**config.mk**
```make
export PLATFORM = sky130hd
export DESIGN_NAME = oaht_front
export DESIGN_NICKNAME = d
export VERILOG_FILES = /design/src/sv/open_addressing_hash_table_assert.svh /design/src/sv/oaht_pkg.sv /design/src/sv/oaht_front.sv
export SDC_FILE = /design/constraint.sdc
export NUM_CORES = 1
export LEC_CHECK = 0
export ABC_AREA = 0
export BUFFER_PORTS_ARGS = -buffer_cell sky130_fd_sc_hd__clkbuf_2
export CORE_AREA = 2 2 183 140
export CTS_BUF_LIST = sky130_fd_sc_hd__clkbuf_8
export DETAILED_ROUTE_END_ITERATION = 10
export DIE_AREA = 0 0 185 142
export HOLD_SLACK_MARGIN = 0.1
export PLACE_DENSITY = 0.63
export SKIP_CTS_REPAIR_TIMING = 1
export SLEW_MARGIN = 0
export SYNTH_ARGS = -nofsm -noshare
export SYNTH_HDL_FRONTEND = slang
export SYNTH_SLANG_ARGS = --single-unit
```
**constraint.sdc**
```tcl
create_clock -name i_clk -period 11.12 [get_ports i_clk]
set_clock_uncertainty 0.05 [all_clocks]
set_input_delay 1.668 -clock i_clk [delete_from_list [all_inputs] [get_ports i_clk]]
set_output_delay 1.668 -clock i_clk [all_outputs]
set_load 0.02 [all_outputs]
```
**src/sv/open_addressing_hash_table_assert.svh**
```systemverilog
// Assertion macros for the hash table block
`ifndef OPEN_ADDRESSING_HASH_TABLE_ASSERT_SVH
`define OPEN_ADDRESSING_HASH_TABLE_ASSERT_SVH
`ifndef SYNTHESIS
`define OAH_ASSERT_IMPL(label, clk, rst_n, a, c) \
    label: assert property (@(posedge clk) disable iff (!rst_n) (a) |-> (c)) \
        else $error("assertion failed");
`define OAH_ASSERT_NEXT(label, clk, rst_n, a, c) \
    label: assert property (@(posedge clk) disable iff (!rst_n) (a) |=> (c)) \
        else $error("assertion failed");
`else
`define OAH_ASSERT_IMPL(label, clk, rst_n, a, c)
`define OAH_ASSERT_NEXT(label, clk, rst_n, a, c)
`endif
`endif

```
**src/sv/oaht_pkg.sv**
```systemverilog
package oaht_pkg;
    localparam int unsigned DefSlots   = 64;
    localparam int unsigned QueueDepth = 2;

    localparam logic [1:0] OP_GET = 2'd0;
    localparam logic [1:0] OP_SET = 2'd1;
    localparam logic [1:0] OP_DEL = 2'd2;
    localparam logic [1:0] OP_NOP = 2'd3;

    localparam logic [1:0] KIND_EMPTY = 2'd0;
    localparam logic [1:0] KIND_USED  = 2'd1;
    localparam logic [1:0] KIND_TOMB  = 2'd2;

    localparam logic [1:0] ST_DONE    = 2'd0;
    localparam logic [1:0] ST_MISSING = 2'd1;
    localparam logic [1:0] ST_FULL    = 2'd2;

    localparam logic [5:0] MaxUsedReset = 6'd48;

    // one accepted request, as it travels from front to back
    typedef struct packed {
        logic [1:0]  op;
        logic [31:0] key;
        logic [31:0] hash;
        logic [63:0] value;
    } t_req;

    // one result item
    typedef struct packed {
        logic [1:0]  status;
        logic        is_new;
        logic [63:0] value;
    } t_rsp;
endpackage

```
**src/sv/oaht_front.sv**
```systemverilog
// Request queue: accepts beats and holds them for the probe engine.
module oaht_front
    import oaht_pkg::*;
(
    input  logic i_clk,
    input  logic i_rst_n,
    input  logic i_push,
    input  t_req i_req,
    output logic o_full,
    output logic o_valid,
    output t_req o_req,
    input  logic i_take
);
    t_req       r_mem [QueueDepth];
    logic       r_wp, r_rp;
    logic [1:0] r_cnt;

    assign o_full  = (r_cnt == 2'(QueueDepth));
    assign o_valid = (r_cnt != 2'd0);
    assign o_req   = r_mem[r_rp];

    // store beats
    always_ff @(posedge i_clk) begin
        if (i_push && !o_full) begin
            r_mem[r_wp] <= i_req;
        end
    end

    // advance pointers
    always_ff @(posedge i_clk) begin
        if (!i_rst_n) begin
            r_wp  <= 1'b0;
            r_rp  <= 1'b0;
            r_cnt <= 2'd0;
        end else begin
            if (i_push && !o_full) r_wp <= ~r_wp;
            if (i_take && o_valid) r_rp <= ~r_rp;
            r_cnt <= r_cnt + 2'(i_push && !o_full) - 2'(i_take && o_valid);
        end
    end
endmodule

```
### Yosys cells after proc, flatten, opt, wreduce, memory -nomap -nowiden

Memory sizes are Yosys's and may differ from the RTL's. A register that Yosys moved wholly into a read port is not among the register bits.
Cells that the tools add are included.
Widths: inputs -> output; s select.

* memories kept: 1
* register bits: 4
* output and inout bits: 132
* word-level logic and storage cells: 17
* memory bits (writable): 260

* eq/ne operators: 1
* bitwise operators: 2
* mux-type cells: 4
* reductions and logical operators: 4
* $add $sub $neg: 2

Memory list
* r_mem: depth 2, width 130, rd ports 1, clocked after memory_dff 1, wr ports 1, RTL line oaht_front.sv:14 `t_req r_mem [QueueDepth];`

Operators by type and width (count)
* $mux 1: 4
* $add 2x1->2: 1
* $eq 2x2->1 const B: 1
* $logic_and 1x1->1: 2
* $not 1->1: 2
* $reduce_bool 2->1: 1
* $sub 2x1->2: 1
* $logic_not 1->1: 1

### Depth between registers and ports, before layout

* depth after elaboration: 5
* mapped depth: 8
* depth with buffers taken out: 8

### Least setup slack after synthesis

Ideal clock, no wire load.

* path type: input to register
* from: in i_push
* to: mem r_mem[0][0] (netlist bit), enable pin
* buffers on the path: 0
* data arrival time: 7163 ps
* stages: 2
* setup time: 621 ps
* data required time: 10449 ps
* path slack: 3287 ps
* path through: nand2_1 nor2_1

* cells in the longest elaborated chain, start to end: 3

Ends and longest elaborated chain
* from (decl): RTL line oaht_front.sv:7 `input logic i_push,`
* $logic_and 1x1->1: RTL line oaht_front.sv:24 `if (i_push && !o_full) begin`
* $mux 1: RTL line oaht_front.sv:24
* $mux 1 (not written as such): RTL line oaht_front.sv:25 `r_mem[r_wp] <= i_req;`
* to (decl): RTL line oaht_front.sv:14

Every way passes these cells.

==> impl_metrics.py <==
metrics = {
    "run_status": {
        "status": "finished, final reports clean",
    },
    "synth": {
        "ys_async_sr_fraction_pct": 0,
        "synth_xor_area_share_pct": 0.273,
        "synth_enable_flop_cells": 260,
        "synthSimpleGateAreaFrac_pct": 0.558,
        "yosysSeqAreaShare_pct": 82.0,
        "ys_ff_latch": 265,
        "synth_flop_cell": "edfxtp_1",
        "yosysTopAreaCellShare_pct": 81.0,
        "synth_compound_area_share_pct": 0.0779,
        "synth_area_per_cell_um2": 22.4,
        "synth_top_area_cell": "edfxtp_1",
        "synth_area_um2": 9640,
        "syn_nets": 566,
        "synth_area_leaders": "edfxtp_1, mux2_2, buf_6, dfxtp_1, ha_1",
        "synth_top_family_by_area": "multiplexers",
        "netlist_instances": 430,
        "synth_fa_ha_area_share_pct": 0.260,
        "synth_cell_types": 18,
        "synth_warnings": 0,
        "synth.area.mux_share_pct": 15.3,
    },
    "placement": {
        "hpwl_mm": 12.7,
        "port_buffers": 265,
        "gp_congestion": 0.749,
        "placed_area_um2": 11300,
    },
    "grt": {
        "grt_start_max_net_pins": 76,
        "gr-usage-met1_pct": 17.6,
        "met3_usage_pct": 6.01,
        "grt_pass1_vias": 5403,
        "grt_use_total_pct": 14.2,
        "grt-ovfl-total": 0,
        "globalRoute.busiestLayer": "met2",
        "grt_util_met2_pct": 22.5,
        "grt_first_pass_wirelength_mm": 28.7,
        "antenna_found_initial": 0,
    },
    "clock_tree": {
        "numCtsBuffers": 41,
        "cts_tree": "done",
        "htree_num_levels": 2,
        "clk-insertion-delay-late_ps": 520,
        "clk_pin_slew_ps": 60,
        "cts.sinks": 265,
        "clk_path_buf_depth": 3,
        "root_buffer": "clkbuf_8",
    },
    "timing": {
        "relSlewSlack_pct": 28.5,
        "finalHoldViolCount": 0,
        "rsz0062_at_grt": "no",
        "slew_viol_final": 0,
        "min_period_ps": 4650,
        "max_slew.worst_pin.slew_ps": 1070,
        "fmax_ghz": 0.215,
        "setup_violations": 0,
        "tns_ps": 0,
        "fin_crit_sh_pct": 41.9,
    },
    "floorplanning": {
        "die_area_um2": 26300,
        "die_w_um": 185,
        "initial_core_util_pct": 39.3,
        "rows": 50,
        "die_h_um": 142,
        "core_region_area_um2": 24500,
        "io_pins": 266,
    },
    "power": {
        "p_comb_share_pct": 25.6,
        "peakVddDrop_uv": 117,
        "pwr-share-clk_pct": 26.6,
        "sw_frac_of_total_pct": 30.5,
        "power_density_nw_per_um2": 228,
        "p_int_mw": 1.91,
        "netSwitchingPower_uw": 837,
        "sequentialPowerShare_pct": 47.8,
        "p_leak_nw": 4.58,
    },
    "cells_and_area": {
        "final_common_cell": "clkbuf_2",
        "final_area_um2": 12000,
        "diodes": 0,
        "syn2layout_area_growth_pct": 24.9,
        "layout_common_cells": "clkbuf_2, edfxtp_1, mux2_2",
        "drive_above_1_share_pct": 59.6,
        "final_nets": 864,
        "utilization_pct": 49.1,
    },
    "run": {
        "maxCapViolCount": 0,
    },
    "critical_path": {
        "arrival_ps": 2940,
        "end_kind": "primary output",
        "worstPathRequired_ps": 9400,
        "worst-path-max-fanout": 73,
        "worstSetupPathType": "flip-flop to primary output",
        "start_kind": "flip-flop",
    },
    "drt": {
        "wirelength_mm": 19.3,
        "antenna_left": 0,
        "avgViaCountPerCell": 4.61,
        "drt_iter0_markers": 253,
        "first_pass_iters": 4,
        "wl_per_cell_um": 17.6,
        "vias": 5048,
        "drcViolationCount": 0,
    },
    "worst_hold_path": {
        "hold_class": "flip-flop to flip-flop",
    },
}
per-layer routing:
metal	wire length [um]	vias to the layer above
met2	8730	222
met5	0	-
li1	-	2303
met3	2050	49
met1	8030	2474
met4	481	0
power groups by stage:
stage	Clock, mW	Combinational, mW	Sequential (mW)
global placement	0	0.699	1.33
CTS	0.764	0.716	1.32
floorplan	0	0.519	1.32
finish	0.732	0.703	1.31
global route	0.807	0.751	1.33
detailed placement	0	0.711	1.34
kinds of logic (layout without fill, tap and decap cells):
group           count (synthesis)  in the layout
compound gates                  1              1
xor+xnor                        3              3
fa+ha+maj                       2              2
buf+inv                        17            345
flops                         265            265
mux                           131            131
simple gates                   11             11
synthesized netlist by cell type (2+ instances only):
cell type,n
dfxtp_1,5
nor2_1,4
nand2_1,2
inv_1,3
ha_1,2
xnor2_1,2
edfxtp_1,260
nand2b_1,2
buf_2,3
buf_6,10
mux2_2,130
state kept, by name, indices dropped and copies added (netlist names), named ones only:
signal  flops
r_mem     260
r_cnt       2
r_wp        1
r_rp        1
worst max-delay path, stage by stage (launching register included):
cell and delay, ps:
dfxtp_4 850, buf_4 860, mux2_2 450, clkbuf_2 160
through the flow:
stage | worst slack (ps) | hold WS (ps) | total power, mW | cells
3_5_place_dp | 6970 | 455 | 2.05 | 1023
5_1_grt | 6250 | 504 | 2.89 | 1096
3_3_place_gp | 7030 | 443 | 2.03 | 1023
2_1_floorplan | 3290 | 405 | 1.84 | 430
4_1_cts | 6360 | 473 | 2.80 | 1096
6_report | 6470 | 464 | 2.75 | 1096
final cells by class:
cell class	count	area, um^2
fill	2095	12500
clock inverter	30	148
timing repair buffer	269	1360
multi-input combinational	148	1600
inverter	3	11.3
clock buffer	43	592
tap	338	423
sequential	265	7910
worst paths after layout:
kind	start	cells past startpoint	end	slack (ps)
worst min-delay path	r_rp	2	flip-flop	460
worst max register to register	r_cnt[0]	3	r_mem[1][61]	8400
worst max-delay path	flip-flop	3	o_req[93]	6470
worst min register to register	r_rp	2	flip-flop	460
No activity file was read; power rests on OpenSTA's default activity.
